File: config.mk
export PLATFORM = sky130hd
export DESIGN_NAME = servo_pwm_generator_4ch
export DESIGN_NICKNAME = d
export VERILOG_FILES = /design/src/sv/spwm_pkg.sv /design/src/sv/spwm_angle_scale.sv /design/src/sv/spwm_core.sv /design/src/sv/servo_pwm_generator_4ch.sv
export SDC_FILE = /design/constraint.sdc
export NUM_CORES = 1
export LEC_CHECK = 0
export BUFFER_PORTS_ARGS = -buffer_cell sky130_fd_sc_hd__buf_4
export CAP_MARGIN = 20
export CELL_PAD_IN_SITES_DETAIL_PLACEMENT = 1
export CELL_PAD_IN_SITES_GLOBAL_PLACEMENT = 1
export CORE_ASPECT_RATIO = 0.8
export CORE_MARGIN = 2
export CORE_UTILIZATION = 42
export DETAILED_ROUTE_END_ITERATION = 10
export PLACE_DENSITY_LB_ADDON = 0.1
export SYNTH_ARGS = -nofsm -noshare
export SYNTH_HDL_FRONTEND = slang
export SYNTH_SLANG_ARGS = --single-unit
File: constraint.sdc
create_clock -name clk -period 14.8 [get_ports clk]
set_clock_uncertainty 0.05 [all_clocks]
set_input_delay 1.48 -clock clk [delete_from_list [all_inputs] [get_ports clk]]
set_output_delay 1.48 -clock clk [all_outputs]
set_load 0.05 [all_outputs]
File: src/sv/spwm_pkg.sv
package spwm_pkg;

    // Defaults for the top-level parameters.
    localparam int NUM_CHANNELS_DEF = 4;
    localparam int COUNTER_BITS_DEF = 24;

    // Fixed field widths.
    localparam int MODE_W    = 2;
    localparam int CHAN_W    = 2;
    localparam int ANGLE_W   = 16;
    localparam int TICK_W    = 24;
    localparam int CHEN_W    = 4;
    localparam int CFG_IDX_W = 4;
    localparam int CFG_DAT_W = 24;

    // Reset values.
    localparam logic [TICK_W-1:0] PERIOD_RESET  = 24'd320000;
    localparam logic [TICK_W-1:0] COMPARE_RESET = 24'd8000;

    // Angle scaling: ticks = min(angle, 270) * 32000 / 270 + 8000.
    // The division by 270 is folded into a reciprocal: 32000/270 = 3200/27,
    // and floor(x/27) = (x * ceil(2^25/27)) >> 25 for every x up to 864000.
    localparam int ANGLE_SAT_W = 9;
    localparam logic [ANGLE_SAT_W-1:0] ANGLE_MAX = 9'd270;
    localparam int SCALE_MUL_W = 32;
    localparam logic [SCALE_MUL_W-1:0] ANGLE_SCALE_MUL = 32'd3976822400;
    localparam int ANGLE_SCALE_SHIFT = 25;
    localparam int ANGLE_PROD_W = ANGLE_SAT_W + SCALE_MUL_W;
    localparam logic [TICK_W-1:0] ANGLE_OFFSET = 24'd8000;

    typedef enum logic [MODE_W-1:0] {
        MODE_TICK  = 2'd0,
        MODE_ANGLE = 2'd1,
        MODE_RAW   = 2'd2
    } mode_e;

    typedef enum logic [CFG_IDX_W-1:0] {
        CFG_PERIOD  = 4'd0,
        CFG_RUN     = 4'd1,
        CFG_CHAN_EN = 4'd2
    } cfg_reg_e;

    typedef struct packed {
        logic [TICK_W-1:0] period;
        logic              run;
        logic [CHEN_W-1:0] chan_en;
    } cfg_t;

    typedef struct packed {
        logic [MODE_W-1:0] mode;
        logic [CHAN_W-1:0] channel;
        logic [TICK_W-1:0] angle_ticks;
        logic [TICK_W-1:0] raw_ticks;
    } cmd_t;

endpackage

File: src/sv/spwm_angle_scale.sv
module spwm_angle_scale
    import spwm_pkg::*;
(
    input  logic [ANGLE_W-1:0] angle_deg,
    output logic [TICK_W-1:0]  angle_ticks
);

    logic [ANGLE_SAT_W-1:0]  angle_sat;
    logic [ANGLE_PROD_W-1:0] prod;
    logic [TICK_W-1:0]       quot;

    // Saturate to the mechanical range, then scale through the reciprocal.
    assign angle_sat   = (angle_deg > ANGLE_W'(ANGLE_MAX)) ? ANGLE_MAX
                                                           : angle_deg[ANGLE_SAT_W-1:0];
    assign prod        = ANGLE_PROD_W'(angle_sat) * ANGLE_PROD_W'(ANGLE_SCALE_MUL);
    assign quot        = TICK_W'(prod >> ANGLE_SCALE_SHIFT);
    assign angle_ticks = quot + ANGLE_OFFSET;

endmodule

File: src/sv/spwm_core.sv
module spwm_core
    import spwm_pkg::*;
#(
    parameter int NUM_CHANNELS = NUM_CHANNELS_DEF,
    parameter int COUNTER_BITS = COUNTER_BITS_DEF
)
(
    input  logic                    clk,
    input  logic                    rst_n,
    input  logic                    fire,
    input  cmd_t                    cmd,
    input  cfg_t                    cfg,
    output logic [NUM_CHANNELS-1:0] levels_next,
    output logic                    wrap_next
);

    localparam int CMP_W = (COUNTER_BITS > TICK_W) ? COUNTER_BITS : TICK_W;

    logic [COUNTER_BITS-1:0] tick_count_reg;
    logic [COUNTER_BITS-1:0] tick_count_next;
    logic [COUNTER_BITS-1:0] count_inc;
    logic [NUM_CHANNELS-1:0] levels_reg;
    logic [NUM_CHANNELS-1:0] ch_en;
    logic [NUM_CHANNELS-1:0] hit;
    logic [TICK_W-1:0]       cmp_reg [NUM_CHANNELS];
    logic [TICK_W-1:0]       clamp_hi;
    logic [TICK_W-1:0]       wr_src;
    logic [TICK_W-1:0]       wr_value;
    logic                    is_tick;
    logic                    is_write;
    logic                    wrap_hit;

    assign is_tick  = fire && (cmd.mode == MODE_TICK) && cfg.run;
    assign is_write = fire && ((cmd.mode == MODE_ANGLE) || (cmd.mode == MODE_RAW));

    assign count_inc = tick_count_reg + 1'b1;
    assign wrap_hit  = (count_inc == '0) || (CMP_W'(count_inc) >= CMP_W'(cfg.period));

    // A written pulse width is kept inside the frame: 1 .. period-1.
    assign clamp_hi = (cfg.period >= 24'd2) ? (cfg.period - 24'd1) : 24'd1;
    assign wr_src   = (cmd.mode == MODE_ANGLE) ? cmd.angle_ticks : cmd.raw_ticks;
    assign wr_value = (wr_src == '0)       ? 24'd1 :
                      (wr_src > clamp_hi)  ? clamp_hi : wr_src;

    genvar n;
    generate
        for (n = 0; n < NUM_CHANNELS; n++) begin : g_ch
            if (n < CHEN_W) begin : g_en
                assign ch_en[n] = cfg.chan_en[n];
            end else begin : g_no_en
                assign ch_en[n] = 1'b0;
            end

            assign hit[n] = ch_en[n] && (CMP_W'(count_inc) == CMP_W'(cmp_reg[n]));

            always_ff @(posedge clk or negedge rst_n) begin
                if (!rst_n) begin
                    cmp_reg[n] <= COMPARE_RESET;
                end else if (is_write && (32'(cmd.channel) == n)) begin
                    cmp_reg[n] <= wr_value;
                end
            end
        end
    endgenerate

    always_comb begin
        tick_count_next = tick_count_reg;
        levels_next     = levels_reg;
        if (is_tick) begin
            if (wrap_hit) begin
                tick_count_next = '0;
                levels_next     = levels_reg | ch_en;
            end else begin
                tick_count_next = count_inc;
                levels_next     = levels_reg & ~hit;
            end
        end
    end

    assign wrap_next = is_tick && wrap_hit;

    always_ff @(posedge clk or negedge rst_n) begin
        if (!rst_n) begin
            tick_count_reg <= '0;
            levels_reg     <= '1;
        end else begin
            tick_count_reg <= tick_count_next;
            levels_reg     <= levels_next;
        end
    end

endmodule

File: src/sv/servo_pwm_generator_4ch.sv
// Four-channel servo PWM generator.
//
// Input channel (in_valid / in_stall) carries one word per command: a tick
// of the PWM time base, a pulse width given as an angle in degrees, or a
// pulse width given as raw ticks. Every accepted word yields exactly one
// result word on the output channel (out_valid / out_stall) holding the
// current level of each channel and a flag that marks the tick that wrapped
// the counter and started a new frame.
// The configuration channel (cfg_valid / cfg_ready) writes the frame length,
// the run enable and the per-channel enables; cfg_ready is always high and
// registers should only be written while no words are in flight.
// A word accepted sits in the input register until the result register is free;
// then its result is loaded into the result register and out_valid rises.
// Throughput is one word per cycle while out_stall is low; the input register
// and the result register decouple the two sides, so a word is taken while a
// result waits. When the receiver stalls, the result holds and the input
// register fills; in_stall rises only when that register is full and the
// result is stalled. Reset clears the counter, sets every compare value to
// 8000 ticks, sets the core's channel levels high, clears out_valid and
// restores the default frame length of 320000 ticks with everything disabled.
module servo_pwm_generator_4ch
    import spwm_pkg::*;
#(
    parameter int NUM_CHANNELS = NUM_CHANNELS_DEF,
    parameter int COUNTER_BITS = COUNTER_BITS_DEF
)
(
    input  logic                    clk,
    input  logic                    rst_n,

    input  logic                    in_valid,
    output logic                    in_stall,
    input  logic [MODE_W-1:0]       mode,
    input  logic [CHAN_W-1:0]       channel,
    input  logic [ANGLE_W-1:0]      angle_deg,
    input  logic [TICK_W-1:0]       raw_ticks,

    output logic                    out_valid,
    input  logic                    out_stall,
    output logic [NUM_CHANNELS-1:0] pwm_levels,
    output logic                    frame_wrap,

    input  logic                    cfg_valid,
    output logic                    cfg_ready,
    input  logic [CFG_IDX_W-1:0]    cfg_index,
    input  logic [CFG_DAT_W-1:0]    cfg_data
);

    // Configuration registers.
    logic [TICK_W-1:0] period_reg;
    logic              run_reg;
    logic [CHEN_W-1:0] chan_en_reg;
    cfg_t              cfg;

    // Input register stage.
    logic               s1_valid_reg;
    logic [MODE_W-1:0]  mode_reg;
    logic [CHAN_W-1:0]  channel_reg;
    logic [ANGLE_W-1:0] angle_reg;
    logic [TICK_W-1:0]  raw_reg;

    // Result register stage.
    logic                    out_valid_reg;
    logic [NUM_CHANNELS-1:0] pwm_levels_reg;
    logic                    frame_wrap_reg;

    logic                    in_take;
    logic                    out_free;
    logic                    fire;
    logic [TICK_W-1:0]       angle_ticks;
    cmd_t                    cmd;
    logic [NUM_CHANNELS-1:0] levels_next;
    logic                    wrap_next;

    assign cfg_ready = 1'b1;

    always_ff @(posedge clk or negedge rst_n) begin
        if (!rst_n) begin
            period_reg  <= PERIOD_RESET;
            run_reg     <= 1'b0;
            chan_en_reg <= '0;
        end else if (cfg_valid && cfg_ready) begin
            unique case (cfg_reg_e'(cfg_index))
                CFG_PERIOD:  period_reg  <= cfg_data[TICK_W-1:0];
                CFG_RUN:     run_reg     <= cfg_data[0];
                CFG_CHAN_EN: chan_en_reg <= cfg_data[CHEN_W-1:0];
                default:     ;
            endcase
        end
    end

    assign cfg.period  = period_reg;
    assign cfg.run     = run_reg;
    assign cfg.chan_en = chan_en_reg;

    // The result register is free when empty or being taken this cycle; the
    // input stage moves forward whenever that is so.
    assign out_free = !out_valid_reg || !out_stall;
    assign fire     = s1_valid_reg && out_free;
    assign in_stall = s1_valid_reg && !out_free;
    assign in_take  = in_valid && !in_stall;

    always_ff @(posedge clk or negedge rst_n) begin
        if (!rst_n) begin
            s1_valid_reg  <= 1'b0;
            out_valid_reg <= 1'b0;
        end else begin
            if (in_take) begin
                s1_valid_reg <= 1'b1;
            end else if (fire) begin
                s1_valid_reg <= 1'b0;
            end
            if (fire) begin
                out_valid_reg <= 1'b1;
            end else if (!out_stall) begin
                out_valid_reg <= 1'b0;
            end
        end
    end

    always_ff @(posedge clk) begin
        if (in_take) begin
            mode_reg    <= mode;
            channel_reg <= channel;
            angle_reg   <= angle_deg;
            raw_reg     <= raw_ticks;
        end
        if (fire) begin
            pwm_levels_reg <= levels_next;
            frame_wrap_reg <= wrap_next;
        end
    end

    spwm_angle_scale u_angle_scale (
        .angle_deg   (angle_reg),
        .angle_ticks (angle_ticks)
    );

    assign cmd.mode        = mode_reg;
    assign cmd.channel     = channel_reg;
    assign cmd.angle_ticks = angle_ticks;
    assign cmd.raw_ticks   = raw_reg;

    spwm_core #(
        .NUM_CHANNELS (NUM_CHANNELS),
        .COUNTER_BITS (COUNTER_BITS)
    ) u_core (
        .clk         (clk),
        .rst_n       (rst_n),
        .fire        (fire),
        .cmd         (cmd),
        .cfg         (cfg),
        .levels_next (levels_next),
        .wrap_next   (wrap_next)
    );

    assign out_valid  = out_valid_reg;
    assign pwm_levels = pwm_levels_reg;
    assign frame_wrap = frame_wrap_reg;

endmodule

==> flow_summary.json <==
{
  "vias": 12700,
  "die_w_um": 219,
  "area_growth_pct": 12.4,
  "diodes": 0,
  "final_common_cell": "nand2_1",
  "finalCriticalPeriod_ns": 10.89,
  "dieArea_um2": 38400,
  "ioPinCount": 85,
  "grt_max_degree": 86,
  "cts_tree": "built",
  "clk_pin_slew_worst_paths_ns": 0.06,
  "fmax_ghz": 0.0918,
  "overflow": 0,
  "final_cell_mix": "nand2_1, inv_1, ha_1, dfrtp_1, o31ai_1",
  "layout.nets": 1992,
  "post_drt_wl_per_cell_um": 22.6,
  "syn_inst": 1664,
  "port_buffers": 83,
  "slew-limit-headroom_pct": 30.2,
  "cts_resized": 0,
  "fill_cells": 4149,
  "viasPerCell": 5.72,
  "status": "finished, final reports clean",
  "core_um2": 36100,
  "power_density_nw_per_um2": 122,
  "ff2ff_path_depth": 35,
  "cts_buffers": 24,
  "gp_congestion": 0.920,
  "slowest_delay_ns": 0.79,
  "drive_gt1_share_pct": 11.6,
  "cp-end-kind": "flip-flop",
  "crit_fanout": 21,
  "ir_drop_v": 0.0000947,
  "antenna_found_initial": 0,
  "final_antenna_net_count": 0,
  "cp_num_buf_inv": 6,
  "cp_top_family": "compound AO/OA/AOI/OAI gates",
  "drc_errors": 0,
  "crit_required_ns": 15.14,
  "clock_latency_ns": 0.55,
  "rsz0062_at_grt": "no",
  "cts_setup_buffers": 0,
  "clkSinkCount": 204,
  "holdBufCountCts": 0,
  "clock_path_buffers": 3,
  "largest_reg_flops": 96,
  "avgSynthCellArea_um2": 9.29,
  "initial_core_util_pct": 42.9,
  "slowest_stage": "a211oi_1",
  "whs_endpoint": "u_core.cmp_reg[78]",
  "syn-cell-area_um2": 15500,
  "worstHoldPathCells": 2,
  "setup_viol": 0,
  "min_path_type": "flip-flop to flip-flop",
  "rows": 62,
  "rrSetupSlack_ns": 3.91,
  "placed_cell_area_um2": 16600,
  "yosys_register_bits": 204,
  "synth_enable_flop_cells": 49,
  "yosysUniqueCellTypes": 73,
  "start_kind": "flip-flop",
  "die_height_um": 176,
  "timing.rr.end": "u_core.cmp_reg[88]",
  "yosysWarningCount": 0,
  "fin_crit_sh_pct": 73.6,
  "power.leakage_nw": 7.85,
  "critical_path_class": "flip-flop to flip-flop",
  "min_from": "u_core.cmp_reg[78]",
  "grt_use_total_pct": 26.5,
  "async_flop_share_pct": 76.0,
  "htree_levels": 1,
  "cp.arrival_ns": 11.23,
  "cts_root_buffer": "clkbuf_16",
  "fin_tns_setup_ns": 0,
  "synth_ff_type": "dfrtp_1",
  "ys_seq_area_share_pct": 34.9,
  "firstDrtPassIters": 5,
  "drt-initial-drc-count": 1048,
  "r2r-start": "angle_reg[12]",
  "slew_violations": 0,
  "postRouteWirelength_um": 50200,
  "detailed_place_hpwl_um": 39300,
  "crit_top_cell": "inv_1",
  "fin_area_um2": 17400,
  "worstMarginPinSlew_ns": 1.05,
  "max_cap_viol_count": 0,
  "grt_pass1_wl_um": 77700,
  "hold_viol": 0,
  "grt_pass1_vias": 12900
}
[report_power, final]
part	internal, mW	leakage [nW]	switching (mW)
clock	0.327	0.358	0.261
sequential	0.741	2.36	0.115
combinational	0.284	5.13	0.399
total	1.35	7.85	0.774
[worst register-to-register path: cells and delay by family (launching register included)]
kind                     cells  cell delay (ns)
multiplexers                 1             0.39
XOR/XNOR                     1             0.15
flip-flops                   1             0.35
AO/OA/AOI/OAI               16             5.03
AND/OR/NAND/NOR              4             0.96
buffers and inverters        6             0.72
adder cells (fa/ha/maj)      7             3.07
[cell type report]
type,count,area (µm²),share of cell area (%)
inverters,174,653,3.76
clock buffers,28,637,3.66
repair buffers,107,827,4.76
flip-flops and latches,204,5390,31.0
well taps,480,601,3.46
clock inverters,16,123,0.705
multi-input cells,1215,9150,52.6
[Yosys cell counts, types with 12 or more instances]
master | number | area share (%)
a21o_1 | 19 | 0.92
nand4_1 | 33 | 1.3
a21oi_1 | 49 | 1.6
nor2b_1 | 13 | 0.53
mux2i_1 | 16 | 1.0
dfrtp_1 | 122 | 20
clkbuf_1 | 58 | 1.4
nor2_1 | 60 | 1.5
xor2_1 | 54 | 3.1
fa_1 | 56 | 7.2
and2_1 | 12 | 0.49
nand3_1 | 41 | 1.3
mux2_2 | 12 | 0.87
o21ai_0 | 66 | 2.1
nor4_1 | 26 | 1.1
and3_1 | 13 | 0.53
ha_1 | 133 | 11
o31ai_1 | 106 | 5.1
inv_1 | 173 | 4.2
edfxtp_1 | 49 | 9.5
o211ai_1 | 13 | 0.63
dfstp_2 | 33 | 5.6
xnor2_1 | 99 | 5.6
nor3_1 | 42 | 1.4
nand2_1 | 223 | 5.4
[per-layer routing]
| metal | part of all wire [%] | up-vias | global-route usage [%] | routed length (µm) |
|---|---|---|---|---|
| li1 | - | 5928 | - | - |
| met2 | 38 | 350 | 35.3 | 19100 |
| met4 | 1.9 | 0 | 5.10 | 930 |
| met5 | 0 | - | 0 | 0 |
| met1 | 54 | 6386 | 43.8 | 27000 |
| met3 | 6.3 | 52 | 4.81 | 3140 |
[kinds of logic (layout without fill, tap and decap cells)]
logic type / count (synthesis) / after routing / share of synthesized area (%)
and+or+nand+nor: 507 / 507 / 15.7
AOI/OAI and AO/OA: 335 / 335 / 14.6
buffers and inverters: 246 / 325 / 6.17
DFF: 204 / 204 / 34.9
adders and majority gates: 189 / 189 / 18.0
xor gates and xnor gates: 153 / 153 / 8.67
muxes: 28 / 28 / 1.91
other: 2 / 3 / 0.0486
[per-stage QoR]
step | util, % | hold slack (ns) | worst slack [ns] | total power [mW] | cells
after floorplan | - | 0.411 | 6.27 | 1.31 | 1665
after global placement | 46.0 | 0.417 | 4.45 | 1.51 | 2177
after detailed placement | 46.0 | 0.423 | 4.18 | 1.53 | 2177
after CTS | 48.1 | 0.432 | 4.10 | 2.13 | 2221
after global routing | 48.2 | 0.449 | 3.20 | 2.25 | 2224
final | 48.2 | 0.429 | 3.91 | 2.13 | 2224
[worst max path at each step]
stage | depth (start not counted) | to | startpoint | slack, ns
final | 35 | u_core.cmp_reg[88] | angle_reg[12] | 3.91
after global routing | 35 | u_core.cmp_reg[88] | angle_reg[12] | 3.20
after CTS | 35 | u_core.cmp_reg[64] | angle_reg[12] | 4.10
after detailed placement | 35 | u_core.cmp_reg[88] | angle_reg[12] | 4.18
after global placement | 35 | u_core.cmp_reg[88] | angle_reg[12] | 4.45
after floorplan | 36 | u_core.cmp_reg[37] | angle_reg[7] | 6.27
No activity file was read; power rests on OpenSTA's default activity.
